===== src/rtl/wsc_pkg.sv =====
// Shared types and constants of the window spread convergence detector.
package wsc_pkg;

  localparam int IN_W     = 16;
  localparam int NCH      = 3;
  localparam int SPREAD_W = 36;
  localparam int MIN_W    = 10;
  localparam int OUT_W    = 112;
  localparam int ADDR_W   = 4;
  localparam int DATA_W   = 64;

  localparam logic [SPREAD_W-1:0] SPREAD_MAX  = {SPREAD_W{1'b1}};
  localparam logic [SPREAD_W-1:0] LIMIT_RESET = SPREAD_W'(8219689);
  localparam logic [MIN_W-1:0]    MIN_RESET   = MIN_W'(800);

  // Register selects, taken from the top address bit.
  localparam logic REG_LIMIT = 1'b0;
  localparam logic REG_MIN   = 1'b1;

  localparam logic [1:0] CH_LAST = 2'(NCH - 1);

  typedef enum logic [3:0] {
    ST_IDLE,
    ST_LOAD,
    ST_MUL_NEW,
    ST_MUL_OLD,
    ST_MUL_HH,
    ST_MUL_HL,
    ST_MUL_LL,
    ST_ACC_LL,
    ST_DIV,
    ST_SPREAD,
    ST_FIN
  } ctl_state_t;

  typedef enum logic [3:0] {
    OP_NONE,
    OP_CAPTURE,
    OP_LOAD_OLD,
    OP_MUL_NEW,
    OP_MUL_OLD,
    OP_MUL_HH,
    OP_MUL_HL,
    OP_MUL_LL,
    OP_ACC_LL,
    OP_DIV,
    OP_SPREAD,
    OP_COMMIT
  } dp_op_t;

  typedef struct packed {
    dp_op_t     op;
    logic [1:0] ch;
  } dp_cmd_t;

  typedef struct packed {
    logic converged;
    logic div_done;
  } dp_stat_t;

  typedef struct packed {
    logic [SPREAD_W-1:0] dev_limit_sq;
    logic [MIN_W-1:0]    min_samples;
  } cfg_t;

endpackage


===== src/rtl/wsc_ram.sv =====
// Generic single-clock RAM with one write port and one registered read port.
module wsc_ram #(
  parameter int WIDTH = 48,
  parameter int DEPTH = 50
) (
  input  logic                     clk,
  input  logic                     we,
  input  logic [$clog2(DEPTH)-1:0] waddr,
  input  logic [WIDTH-1:0]         wdata,
  input  logic                     re,
  input  logic [$clog2(DEPTH)-1:0] raddr,
  output logic [WIDTH-1:0]         rdata
);

  logic [WIDTH-1:0] mem [DEPTH];

  always_ff @(posedge clk) begin
    if (we) begin
      mem[waddr] <= wdata;
    end
    if (re) begin
      rdata <= mem[raddr];
    end
  end

endmodule


===== src/rtl/wsc_regs.sv =====
// Configuration register file behind the APB-style port.
module wsc_regs (
  input  logic                       clk,
  input  logic                       rst,
  input  logic                       psel,
  input  logic                       penable,
  input  logic                       pwrite,
  input  logic [wsc_pkg::ADDR_W-1:0] paddr,
  input  logic [wsc_pkg::DATA_W-1:0] pwdata,
  output logic [wsc_pkg::DATA_W-1:0] prdata,
  output logic                       pready,
  output wsc_pkg::cfg_t              cfg
);
  import wsc_pkg::*;

  logic sel;
  logic wr;

  assign pready = 1'b1;
  assign sel    = paddr[ADDR_W-1];
  assign wr     = psel && penable && pwrite && pready;

  always_ff @(posedge clk) begin
    if (rst) begin
      cfg.dev_limit_sq <= LIMIT_RESET;
      cfg.min_samples  <= MIN_RESET;
    end else if (wr) begin
      case (sel)
        REG_LIMIT: cfg.dev_limit_sq <= pwdata[SPREAD_W-1:0];
        REG_MIN:   cfg.min_samples  <= pwdata[MIN_W-1:0];
        default: ;
      endcase
    end
  end

  always_comb begin
    case (sel)
      REG_LIMIT: prdata = DATA_W'(cfg.dev_limit_sq);
      REG_MIN:   prdata = DATA_W'(cfg.min_samples);
      default:   prdata = '0;
    endcase
  end

endmodule


===== src/rtl/wsc_ctrl.sv =====
// Sequencer that steps the datapath through one item and runs both handshakes.
module wsc_ctrl (
  input  logic              clk,
  input  logic              rst,
  input  logic              s_tvalid,
  output logic              s_tready,
  output logic              m_tvalid,
  input  logic              m_tready,
  input  wsc_pkg::dp_stat_t stat,
  output wsc_pkg::dp_cmd_t  cmd
);
  import wsc_pkg::*;

  ctl_state_t state;
  ctl_state_t state_next;
  logic [1:0] ch;
  logic [1:0] ch_next;
  logic       m_tvalid_next;

  always_ff @(posedge clk) begin
    if (rst) begin
      state    <= ST_IDLE;
      ch       <= '0;
      m_tvalid <= 1'b0;
    end else begin
      state    <= state_next;
      ch       <= ch_next;
      m_tvalid <= m_tvalid_next;
    end
  end

  always_comb begin
    state_next    = state;
    ch_next       = ch;
    m_tvalid_next = m_tvalid && !m_tready;
    s_tready      = 1'b0;
    cmd.op        = OP_NONE;
    cmd.ch        = ch;
    case (state)
      ST_IDLE: begin
        s_tready = 1'b1;
        if (s_tvalid) begin
          cmd.op = OP_CAPTURE;
          // A converged block only reports its held values.
          state_next = stat.converged ? ST_FIN : ST_LOAD;
        end
      end
      ST_LOAD: begin
        cmd.op     = OP_LOAD_OLD;
        ch_next    = '0;
        state_next = ST_MUL_NEW;
      end
      ST_MUL_NEW: begin
        cmd.op     = OP_MUL_NEW;
        state_next = ST_MUL_OLD;
      end
      ST_MUL_OLD: begin
        cmd.op     = OP_MUL_OLD;
        state_next = ST_MUL_HH;
      end
      ST_MUL_HH: begin
        cmd.op     = OP_MUL_HH;
        state_next = ST_MUL_HL;
      end
      ST_MUL_HL: begin
        cmd.op     = OP_MUL_HL;
        state_next = ST_MUL_LL;
      end
      ST_MUL_LL: begin
        cmd.op     = OP_MUL_LL;
        state_next = ST_ACC_LL;
      end
      ST_ACC_LL: begin
        cmd.op     = OP_ACC_LL;
        state_next = ST_DIV;
      end
      ST_DIV: begin
        cmd.op = OP_DIV;
        if (stat.div_done) begin
          state_next = ST_SPREAD;
        end
      end
      ST_SPREAD: begin
        cmd.op = OP_SPREAD;
        if (ch == CH_LAST) begin
          state_next = ST_FIN;
        end else begin
          ch_next    = ch + 2'd1;
          state_next = ST_MUL_NEW;
        end
      end
      ST_FIN: begin
        // Wait here until the output register is free or being emptied.
        if (!m_tvalid || m_tready) begin
          cmd.op        = OP_COMMIT;
          m_tvalid_next = 1'b1;
          state_next    = ST_IDLE;
        end
      end
      default: begin
        state_next = ST_IDLE;
      end
    endcase
  end

endmodule


===== src/rtl/wsc_dp.sv =====
// Datapath: sample window, running sums, shared multiplier, divider and result register.
module wsc_dp #(
  parameter int WINDOW_LEN = 50,
  parameter int ANGLE_BITS = 16,
  parameter int COUNT_CAP  = 1000
) (
  input  logic                             clk,
  input  logic                             rst,
  input  wsc_pkg::dp_cmd_t                 cmd,
  input  wsc_pkg::cfg_t                    cfg,
  input  logic [wsc_pkg::NCH*wsc_pkg::IN_W-1:0] in_data,
  output wsc_pkg::dp_stat_t                stat,
  output logic                             ready_res,
  output logic [wsc_pkg::SPREAD_W-1:0]     roll_spread,
  output logic [wsc_pkg::SPREAD_W-1:0]     pitch_spread,
  output logic [wsc_pkg::SPREAD_W-1:0]     yaw_spread
);
  import wsc_pkg::*;

  localparam int POS_W  = $clog2(WINDOW_LEN);
  localparam int SUM_W  = ANGLE_BITS + POS_W;
  localparam int SQ_RAW = 2 * ANGLE_BITS - 1 + POS_W;
  localparam int SQ_W   = (SQ_RAW > 64) ? 64 : SQ_RAW;
  localparam int MAG_W  = SUM_W;
  localparam int HALF   = (MAG_W + 1) / 2;
  localparam int HIGH_W = MAG_W - HALF;
  localparam int MW     = (ANGLE_BITS > HALF) ? ANGLE_BITS : HALF;
  localparam int PW     = (2 * MAG_W > 64) ? 64 : 2 * MAG_W;
  localparam int DIV_D  = (PW + 3) / 4;
  localparam int DIV_W  = 4 * DIV_D;
  localparam int DCNT_W = $clog2(DIV_D);
  localparam int RX_W   = POS_W + 4;
  localparam int CNT_W  = $clog2(COUNT_CAP + 1);
  localparam int CMP_W  = (CNT_W > MIN_W) ? CNT_W : MIN_W;
  localparam int CW_A   = (DIV_W > SQ_W) ? DIV_W : SQ_W;
  localparam int CW     = (CW_A > SPREAD_W) ? CW_A : SPREAD_W;
  localparam int ROW_W  = NCH * ANGLE_BITS;

  function automatic logic [ANGLE_BITS-1:0] mag_of(input logic signed [ANGLE_BITS-1:0] v);
    return v[ANGLE_BITS-1] ? ANGLE_BITS'(-v) : ANGLE_BITS'(v);
  endfunction

  logic [POS_W-1:0]             pos;
  logic [WINDOW_LEN-1:0]        row_valid;
  logic [CNT_W-1:0]             count;
  logic                         converged;
  logic                         ok;
  logic signed [ANGLE_BITS-1:0] wide   [NCH];
  logic signed [ANGLE_BITS-1:0] new_s  [NCH];
  logic signed [ANGLE_BITS-1:0] old_s  [NCH];
  logic signed [SUM_W-1:0]      sums   [NCH];
  logic [SQ_W-1:0]              sqs    [NCH];
  logic [SPREAD_W-1:0]          hold   [NCH];
  logic [MAG_W-1:0]             mag;
  logic [MW-1:0]                mul_a;
  logic [MW-1:0]                mul_b;
  logic [2*MW-1:0]              prod;
  logic [DIV_W-1:0]             acc;
  logic [DIV_W-1:0]             quo;
  logic [POS_W-1:0]             rem;
  logic [DCNT_W-1:0]            div_cnt;
  logic [RX_W-1:0]              rx;
  logic [3:0]                   digit;
  logic [CW-1:0]                sq_c;
  logic [CW-1:0]                q_c;
  logic [CW-1:0]                diff;
  logic [SPREAD_W-1:0]          spread;
  logic                         conv_next;
  logic [ROW_W-1:0]             new_row;
  logic [ROW_W-1:0]             rd_row;
  logic                         ram_re;
  logic                         ram_we;

  // Samples narrower than the field are zero-extended; wider ones keep their low bits.
  for (genvar c = 0; c < NCH; c++) begin : g_widen
    if (ANGLE_BITS <= IN_W) begin : g_narrow
      assign wide[c] = in_data[c*IN_W +: ANGLE_BITS];
    end else begin : g_broad
      assign wide[c] = ANGLE_BITS'(in_data[c*IN_W +: IN_W]);
    end
    assign new_row[c*ANGLE_BITS +: ANGLE_BITS] = new_s[c];
  end

  assign ram_re = (cmd.op == OP_CAPTURE);
  assign ram_we = (cmd.op == OP_LOAD_OLD);

  wsc_ram #(
    .WIDTH(ROW_W),
    .DEPTH(WINDOW_LEN)
  ) u_window (
    .clk  (clk),
    .we   (ram_we),
    .waddr(pos),
    .wdata(new_row),
    .re   (ram_re),
    .raddr(pos),
    .rdata(rd_row)
  );

  // Operand selection for the shared multiplier; the sum is squared in halves.
  always_comb begin
    case (cmd.op)
      OP_MUL_NEW: begin
        mul_a = MW'(mag_of(new_s[cmd.ch]));
        mul_b = MW'(mag_of(new_s[cmd.ch]));
      end
      OP_MUL_OLD: begin
        mul_a = MW'(mag_of(old_s[cmd.ch]));
        mul_b = MW'(mag_of(old_s[cmd.ch]));
      end
      OP_MUL_HH: begin
        mul_a = MW'(mag[MAG_W-1 -: HIGH_W]);
        mul_b = MW'(mag[MAG_W-1 -: HIGH_W]);
      end
      OP_MUL_HL: begin
        mul_a = MW'(mag[MAG_W-1 -: HIGH_W]);
        mul_b = MW'(mag[HALF-1:0]);
      end
      OP_MUL_LL: begin
        mul_a = MW'(mag[HALF-1:0]);
        mul_b = MW'(mag[HALF-1:0]);
      end
      default: begin
        mul_a = '0;
        mul_b = '0;
      end
    endcase
  end

  // Radix-16 digit of the division by the window length.
  always_comb begin
    rx    = {rem, acc[DIV_W-1 -: 4]};
    digit = '0;
    for (int k = 1; k < 16; k++) begin
      if (rx >= RX_W'(k * WINDOW_LEN)) begin
        digit = 4'(k);
      end
    end
  end

  // The correction never exceeds the exact squared mean term, so the spread
  // is rounded up; an underflow only arises when the sums have wrapped.
  always_comb begin
    sq_c = CW'(sqs[cmd.ch]);
    q_c  = CW'(quo);
    diff = sq_c - q_c;
    if (sq_c < q_c) begin
      spread = '0;
    end else if (diff > CW'(SPREAD_MAX)) begin
      spread = SPREAD_MAX;
    end else begin
      spread = diff[SPREAD_W-1:0];
    end
  end

  assign conv_next = converged || (ok && (CMP_W'(count) >= CMP_W'(cfg.min_samples)));

  assign stat.converged = converged;
  assign stat.div_done  = (div_cnt == DCNT_W'(DIV_D - 1));

  always_ff @(posedge clk) begin
    prod <= mul_a * mul_b;
    case (cmd.op)
      OP_CAPTURE: begin
        for (int c = 0; c < NCH; c++) begin
          new_s[c] <= wide[c];
        end
      end
      OP_LOAD_OLD: begin
        for (int c = 0; c < NCH; c++) begin
          old_s[c] <= row_valid[pos] ? rd_row[c*ANGLE_BITS +: ANGLE_BITS] : '0;
        end
      end
      OP_MUL_OLD: begin
        mag <= sums[cmd.ch][SUM_W-1] ? MAG_W'(-sums[cmd.ch]) : MAG_W'(sums[cmd.ch]);
      end
      OP_MUL_HH: begin
        rem <= '0;
      end
      OP_MUL_HL: begin
        acc <= DIV_W'(prod) << (2 * HALF);
      end
      OP_MUL_LL: begin
        acc <= acc + (DIV_W'(prod) << (HALF + 1));
      end
      OP_ACC_LL: begin
        acc <= acc + DIV_W'(prod);
      end
      OP_DIV: begin
        rem <= POS_W'(rx - RX_W'(digit * WINDOW_LEN));
        quo <= {quo[DIV_W-5:0], digit};
        acc <= acc << 4;
      end
      OP_COMMIT: begin
        ready_res    <= conv_next;
        roll_spread  <= hold[0];
        pitch_spread <= hold[1];
        yaw_spread   <= hold[2];
      end
      default: ;
    endcase
  end

  always_ff @(posedge clk) begin
    if (rst) begin
      pos       <= '0;
      row_valid <= '0;
      count     <= '0;
      converged <= 1'b0;
      ok        <= 1'b0;
      div_cnt   <= '0;
      for (int c = 0; c < NCH; c++) begin
        sums[c] <= '0;
        sqs[c]  <= '0;
        hold[c] <= '0;
      end
    end else begin
      case (cmd.op)
        OP_CAPTURE: begin
          ok <= 1'b1;
          if (!converged && (count != CNT_W'(COUNT_CAP))) begin
            count <= count + 1'b1;
          end
        end
        OP_LOAD_OLD: begin
          row_valid[pos] <= 1'b1;
        end
        OP_MUL_NEW: begin
          sums[cmd.ch] <= sums[cmd.ch] - SUM_W'(old_s[cmd.ch]) + SUM_W'(new_s[cmd.ch]);
        end
        OP_MUL_OLD: begin
          sqs[cmd.ch] <= sqs[cmd.ch] + SQ_W'(prod);
        end
        OP_MUL_HH: begin
          sqs[cmd.ch] <= sqs[cmd.ch] - SQ_W'(prod);
          div_cnt     <= '0;
        end
        OP_DIV: begin
          div_cnt <= div_cnt + 1'b1;
        end
        OP_SPREAD: begin
          hold[cmd.ch] <= spread;
          if ((spread == '0) || (spread > cfg.dev_limit_sq)) begin
            ok <= 1'b0;
          end
        end
        OP_COMMIT: begin
          if (!converged) begin
            pos       <= (pos == POS_W'(WINDOW_LEN - 1)) ? '0 : POS_W'(pos + 1'b1);
            converged <= conv_next;
          end
        end
        default: ;
      endcase
    end
  end

endmodule


===== src/rtl/window_spread_convergence_detector.sv =====
// Window spread convergence detector: one roll, pitch and yaw sample (Q3.12)
// goes in per item and one result comes out per item, giving the latched
// convergence flag and the three window spreads in Q12.24. Each item passes
// through the one shared multiplier, which forms both sample squares and the
// squared sum in three half-width products per channel, and through the
// digit-serial division of that squared sum by the window length, done in
// ceil(min(64, 2 * (ANGLE_BITS + clog2(WINDOW_LEN))) / 4) radix-16 digits.
// Once convergence has latched an item skips the multiplier and divider. The
// window is a RAM of WINDOW_LEN rows with a valid flip-flop per row, so there
// is no clearing pass after reset. An output register lets the next item in
// while a result waits.
module window_spread_convergence_detector #(
  parameter int WINDOW_LEN = 50,
  parameter int ANGLE_BITS = 16,
  parameter int COUNT_CAP  = 1000
) (
  input  logic                       clk,
  input  logic                       rst,
  input  logic                       s_tvalid,
  output logic                       s_tready,
  // roll_sample [15:0], pitch_sample [31:16], yaw_sample [47:32]
  input  logic [47:0]                s_tdata,
  output logic                       m_tvalid,
  input  logic                       m_tready,
  // roll_spread [35:0], pitch_spread [71:36], yaw_spread [107:72], zero pad
  output logic [wsc_pkg::OUT_W-1:0]  m_tdata,
  // ready_res [0]
  output logic [0:0]                 m_tuser,
  input  logic                       psel,
  input  logic                       penable,
  input  logic                       pwrite,
  input  logic [wsc_pkg::ADDR_W-1:0] paddr,
  input  logic [wsc_pkg::DATA_W-1:0] pwdata,
  output logic [wsc_pkg::DATA_W-1:0] prdata,
  output logic                       pready
);
  import wsc_pkg::*;

  cfg_t                cfg;
  dp_cmd_t             cmd;
  dp_stat_t            stat;
  logic                ready_res;
  logic [SPREAD_W-1:0] roll_spread;
  logic [SPREAD_W-1:0] pitch_spread;
  logic [SPREAD_W-1:0] yaw_spread;

  wsc_regs u_regs (
    .clk    (clk),
    .rst    (rst),
    .psel   (psel),
    .penable(penable),
    .pwrite (pwrite),
    .paddr  (paddr),
    .pwdata (pwdata),
    .prdata (prdata),
    .pready (pready),
    .cfg    (cfg)
  );

  wsc_ctrl u_ctrl (
    .clk     (clk),
    .rst     (rst),
    .s_tvalid(s_tvalid),
    .s_tready(s_tready),
    .m_tvalid(m_tvalid),
    .m_tready(m_tready),
    .stat    (stat),
    .cmd     (cmd)
  );

  wsc_dp #(
    .WINDOW_LEN(WINDOW_LEN),
    .ANGLE_BITS(ANGLE_BITS),
    .COUNT_CAP (COUNT_CAP)
  ) u_dp (
    .clk         (clk),
    .rst         (rst),
    .cmd         (cmd),
    .cfg         (cfg),
    .in_data     (s_tdata),
    .stat        (stat),
    .ready_res   (ready_res),
    .roll_spread (roll_spread),
    .pitch_spread(pitch_spread),
    .yaw_spread  (yaw_spread)
  );

  assign m_tdata = {{(OUT_W - NCH*SPREAD_W){1'b0}}, yaw_spread, pitch_spread, roll_spread};
  assign m_tuser = ready_res;

endmodule


===== config.mk =====
export PLATFORM = sky130hd
export DESIGN_NAME = window_spread_convergence_detector
export DESIGN_NICKNAME = d
export VERILOG_FILES = /design/src/rtl/wsc_pkg.sv /design/src/rtl/wsc_ram.sv /design/src/rtl/wsc_regs.sv /design/src/rtl/wsc_ctrl.sv /design/src/rtl/wsc_dp.sv /design/src/rtl/window_spread_convergence_detector.sv
export SDC_FILE = /design/constraint.sdc
export NUM_CORES = 2
export LEC_CHECK = 0
export ABC_AREA = 1
export BUFFER_PORTS_ARGS = -buffer_cell sky130_fd_sc_hd__buf_2
export CAP_MARGIN = 15
export CORE_MARGIN = 2
export CORE_UTILIZATION = 26
export DETAILED_ROUTE_END_ITERATION = 7
export HOLD_SLACK_MARGIN = 0.1
export MAX_ROUTING_LAYER = met4
export PLACE_DENSITY = 0.5
export SYNTH_ARGS = -nofsm -noshare
export SYNTH_HDL_FRONTEND = slang
export SYNTH_SLANG_ARGS = --single-unit

===== constraint.sdc =====
create_clock -name clk -period 14.9 [get_ports clk]
set_input_delay 2.98 -clock clk [delete_from_list [all_inputs] [get_ports clk]]
set_output_delay 2.98 -clock clk [all_outputs]
set_load 0.03 [all_outputs]

Word-level counts from Yosys, hierarchy flattened
Memory sizes are Yosys's and may differ from the RTL's. A register that Yosys moved wholly into a read port is not among the register bits.
Cells that the tools add are included.
- flip-flop bits (word level): 274
- latch bits: 0
- memory bits (writable): 2781
- bits in read-only memories: 0
- bits of input ports: 123
- output and inout bits: 180
- word-level logic and storage cells: 213
- memories: 6
- add/sub/neg operators: 15
- multipliers: 2
- divide/modulo/power cells: 0
- magnitude comparators: 21
- equality and inequality tests: 30
- shifts and indexed selects: 0
- multiplexer cells: 87
- bitwise logic cells: 4
- reductions and logical operators: 30
- memory list (name ; words ; width ; rd ports ; clocked after memory_dff ; write ports ; line ; RTL):
    u_dp.u_window.mem ; 50 ; 48 ; 1 ; 1 ; 1 ; wsc_ram.sv:15 ; logic [WIDTH-1:0] mem [DEPTH];
    u_dp.sqs ; 3 ; 37 ; 1 ; 1 ; 3 ; wsc_dp.sv:52 ; logic [SQ_W-1:0] sqs [NCH];
    u_dp.hold ; 3 ; 36 ; 3 ; 3 ; 3 ; wsc_dp.sv:53 ; logic [SPREAD_W-1:0] hold [NCH];
    u_dp.sums ; 3 ; 22 ; 1 ; 1 ; 3 ; wsc_dp.sv:51 ; logic signed [SUM_W-1:0] sums [NCH];
    u_dp.new_s ; 3 ; 16 ; 4 ; 1 ; 3 ; wsc_dp.sv:49 ; logic signed [ANGLE_BITS-1:0] new_s [NCH];
    u_dp.old_s ; 3 ; 16 ; 1 ; 1 ; 3 ; wsc_dp.sv:50 ; logic signed [ANGLE_BITS-1:0] old_s [NCH];
- operator list (operator ; count):
    $pmux W44 S4 ; 1
    $pmux W16 S4 ; 2
    $pmux W64 S2 ; 1
    $mux W36 ; 3
    $pmux W4 S11 ; 2
    $mux W16 ; 5
    $mux W37 ; 2
    $mux W4 ; 14
    $ge A10 B10 Y1 const B ; 5
    $ge A10 B9 Y1 const B ; 5
    $or A50 B50 Y50 ; 1
    $add A44 B32 Y44 ; 1
    $add A44 B44 Y44 ; 1
    $gt A44 B36 Y1 const B ; 1
    $lt A37 B44 Y1 ; 1
    $sub A37 B44 Y44 ; 1
    $add A37 B32 Y37 ; 1
    $reduce_or A37 Y1 ; 1
    $sub A37 B32 Y37 ; 1
    $gt A36 B36 Y1 ; 1
    $logic_not A36 Y1 ; 1
    $reduce_or A36 Y1 ; 1
    $eq A4 B3 Y1 const B ; 8
    $eq A4 B4 Y1 const B ; 8
    48 further kinds ; 121

Logic depth before layout (Yosys ltp)
- word-level depth: 19
- gate-level depth with buffers: 48
- depth with buffers taken out: 45

Cells and area by module
Synthesis repeated with hierarchy kept, for this count alone.
- cells, all modules: 14581
- area total of the unflattened synthesis: 153581.0 sq um
- by module, submodules not included (module ; times used ; cells each ; area each (sq um) ; sequential area each (sq um)):
    wsc_ram ; 1 ; 8351 ; 99063.8 ; 73510.5
    wsc_dp ; 1 ; 5764 ; 51514.4 ; 22051.1
    wsc_regs ; 1 ; 381 ; 2481.1 ; 920.9
    wsc_ctrl ; 1 ; 80 ; 488.0 ; 140.1
    window_spread_convergence_detector ; 1 ; 5 ; 33.8 ; 0.0

Worst setup path before layout
No wires, ideal clock.
- kind: in2reg
- start: input port s_tvalid
- end: register u_dp.count[8]
- library setup time: 132 ps
- arrival: 8805 ps
- data required time: 14768 ps
- slack: 5964 ps
- cell stages on the path: 8
- buffers on the path: 0
- cell sequence: inv_1 -> nor2_1 -> nand3_1 -> nor3_1 -> nand3_1 -> nor2_1 -> and3_1 -> nor3_1
- word-level cells in the longest chain between the ends: 4
- ends and longest elaborated chain (element ; line ; RTL):
    start: declaration ; window_spread_convergence_detector.sv:19 ; input logic s_tvalid,
    $mux W1 ; wsc_ctrl.sv:42 ; if (s_tvalid) begin
    $pmux W4 S11 ; wsc_ctrl.sv:39 ; case (state)
    $eq A4 B1 Y1 ; wsc_dp.sv:218 ; case (cmd.op)
    $reduce_and A2 Y1 (no source line) ; -- ;
    end signal: assignment ; wsc_dp.sv:222 ; count <= count + 1'b1;
    end: declaration ; wsc_dp.sv:45 ; logic [CNT_W-1:0] count;
Every way passes these cells.
A chain may end at the register's enable or synchronous reset.

==> results.md <==
- Initial core utilization: 0.261
- Placeable Area: between 0.5 and 0.6 sq mm
- GRT Total Usage: 0.170
- Placed cells: approximately 19k
- Crit path to: u_dp.prod[31]$_DFF_P_
- HP Class: flop to flop
- Cell mode on critical path: inv_1
- Synth Warn #: 0
- Setup repair after global routing missed its margin: false
- Minimum clock period: roughly 10 ns
- Reg clk slew, reported paths: around 0.060 ns
- Async SR Flop Fraction: 0
- Row cnt: 271
- FILL cells: approximately 55k
- CP endpoint kind: flop
- Cells after Synth: between 10k and 15k
- Antenna-violating nets left: 0
- Synth Flop Type: edfxtp_1
- Yosys top cell area share: 0.656
- Reg2Reg Setup Slack: 4.59 ns
- Synthesized cell area: ~0.14 sq mm
- Overall routed net length: between 400000 and 500000 um
- Sequential area share after synthesis: 0.679
- Synth Area per Inst: between 10 and 15 sq um
- #FFs+latches synth: 3272
- CTS tree: yes
- Top-count cell post-synth: edfxtp_1
- DR DRC count: 0
- Synth cell count leaders: 3113 x edfxtp_1, 1778 x nand2_1, 1093 x inv_1, 1015 x nor2_1, 442 x a21oi_1
- GRT busiest layer: met2
- Netlist cell types: 74
- Slowest CP cell: buf_4
- WL per Instance: between 20 and 25 um
- # hold bufs at CTS: 0
- Die Y: about 740 um
- CP Class: flop to flop
- Hold Vio Cnt, Final: 0
- P&R area growth vs syn: 15.4%
- Worst EP required: roughly 16 ns
- Port Buffers: around 240
- Arrival time at the worst endpoint: between 10 and 15 ns
- First-pass GRT wire length: about 670000 um
- Clk root buf: clkbuf_16
- Clk_skew: 0.102 ns
- CTS resizes: 0
- CTS Buf Count: around 350
- CTS Buffer Depth: 4
- Top cells by area, synth: edfxtp_1 66%, nand2_1 4.7%, fa_1 3.1%
- Clk sinks: around 3.3k
- Via total after detailed routing: 93.6k
- Crit-path max FO: 52
- Max frequency: ~97 MHz
- Die area: 0.554 sq mm
- Final HPWL from detailed placement: 277000 um
- Slowest cell delay on critical path: 0.61 ns
- Leak Pwr: a little under 60 nW
- Met2 usage: 0.280
- Fraction of layout cells with a size suffix above 1: 0.101
- Largest net degree at the start of global routing: ~120
- TritonRoute pass-1 iters: 6
- Max VDD drop: between 100 and 150 uV
- Final number of setup-violating endpoints: 0
- Post-CTS setup buffer count: 0
- Final net count: around 12k
- Worst r2r dst: u_dp.prod[31]$_DFF_P_
- Maxcap violations: 0
- Slew HR: 0.122
- TNS Setup: 0 ns
- Final std cells w/o fill: around 19k
- Slew @ Worst Pin: 1.31 ns
- H-tree depth: 5
- Horizontal die dimension: 744 um
- Final period util: 0.692
- Overall overflow remaining after global route: 0
- Critical path startpoint category: flop
- Total power draw: roughly 0.022 W
- # IOs: between 300 and 400
- PwrDens: around 140 mW/mm^2
- Via density per instance: approximately 4.9
- Vias in the first global route: 89.9k
- Pins Over Slew Limit: 0
- Clock latency on the worst-skew pair: roughly 1.0 ns
- Met3 Usage GRT: 0.0246
- 1st-iter DRT viols: ~9.1k
- Fin util: 0.301
- Post-synth EDFFs: a little over 3k
- Outcome: finished, final reports clean
- GR Layer Usage met1: 0.220
- Yosys top cell by area: edfxtp_1
- Initial antenna violation count: 24
- R2R cell count: 42
- Placer Congestion: between 0.8 and 0.9
[critical path: cells and delay by family (launching register included)]
| family | cells | cell delay (ns) |
|---|---|---|
| flip-flops | 1 | 0.31 |
| adder cells (fa/ha/maj) | 8 | 3.56 |
| AO/OA/AOI/OAI | 10 | 2.26 |
| AND/OR/NAND/NOR | 10 | 1.59 |
| buffers and inverters | 14 | 2.36 |
[cell type report]
cell class / instances / area [sq um] / share of cell area
inverter: 1137 / 4300 / 0.0261
clock buffer: 441 / 9240 / 0.0562
sequential: 3272 / 96700 / 0.588
timing repair buffer: 508 / 3350 / 0.0204
tap: 7234 / 9050 / 0.0551
antenna: 9 / 22.5 / 0.000137
clock inverter: 202 / 1780 / 0.0108
multi-input combinational: 6352 / 40000 / 0.243
[sequential cells by signal (all words and copies together) (netlist names), 10 cells and up, named ones only]
name and cells:
m_tdata 108, u_dp.acc 44, u_dp.count 10, u_dp.hold 108, u_dp.mag 22, u_dp.new_s 48, u_dp.old_s 48, u_dp.prod 32
u_dp.q_c 44, u_dp.row_valid 50, u_dp.sqs 148, u_dp.sums 88, u_dp.u_window.mem 2400, u_dp.u_window.rdata 48, u_regs.cfg 46
[per-layer routing]
layer	wire, um	part of all wire
met2	226000	0.48
met4	13700	0.029
met3	33200	0.070
met5	0	0
met1	201000	0.42
[kinds of logic after synthesis]
kind of cell,synth area share
fa+ha+maj,0.0597
compound gates,0.103
simple gates,0.102
other cells,0.0000527
xor+xnor,0.0114
flops,0.679
buf+inv,0.0457
[power by group]
part / switching, W / internal, W / total, W
clock: 0.00376 / 0.00475 / 0.00851
combinational: 0.00225 / 0.000873 / 0.00312
sequential: 0.000154 / 0.0105 / 0.0107
[worst min path at each step]
| stage | startpoint | endpoint | slack, ns | cells after the start |
|---|---|---|---|---|
| floorplan | u_dp.hold[0][0]$_SDFFCE_PN0P_ | m_tdata[0]$_DFFE_PN_ | 0.40 | 0 |
| CTS | u_dp.hold[1][26]$_SDFFCE_PN0P_ | m_tdata[62]$_DFFE_PN_ | 0.39 | 0 |
| finish | u_dp.hold[1][26]$_SDFFCE_PN0P_ | m_tdata[62]$_DFFE_PN_ | 0.39 | 0 |
| detailed placement | u_dp.hold[0][0]$_SDFFCE_PN0P_ | m_tdata[0]$_DFFE_PN_ | 0.40 | 0 |
| global placement | u_dp.hold[2][32]$_SDFFCE_PN0P_ | m_tdata[104]$_DFFE_PN_ | 0.40 | 0 |
| global route | u_dp.hold[1][26]$_SDFFCE_PN0P_ | m_tdata[62]$_DFFE_PN_ | 0.40 | 0 |
[stage by stage]
| stage | worst slack, ns | hold WS, ns | area (sq um) |
|---|---|---|---|
| finish | 4.59 | 0.395 | 164000 |
| global route | 3.89 | 0.398 | 164000 |
| CTS | 4.61 | 0.389 | 164000 |
| detailed placement | 4.61 | 0.405 | 153000 |
| global placement | 4.58 | 0.401 | 153000 |
| floorplan | 5.96 | 0.400 | 143000 |
[cell usage in the layout, fill, tap and decap left out, types with 16 or more instances in the layout]
cell       instances
nand2_1         1771
nand3_1          211
a22oi_1          343
a21oi_1          441
o22ai_1           41
nand4_1          298
xnor2_1           75
fa_1             220
a32o_1            26
inv_1           1086
clkinv_1         103
o211ai_1          35
conb_1            47
inv_2             34
or2_2             42
ha_1             327
buf_2            237
o21ai_0          338
a31oi_1           49
edfxtp_1        3113
clkbuf_1          82
xor2_1           110
nor2_1           955
o21a_1            54
nor3_2            19
clkinv_2          52
bufinv_16         19
nor2_4            56
clkbuf_16        354
o21ai_1           29
a21o_1            16
nor4_1            16
buf_4            261
dfxtp_1          156
a41oi_1           36
a22o_1           238
a221oi_1         344
nor3_1            45
Power figures use the tool's default switching activity.
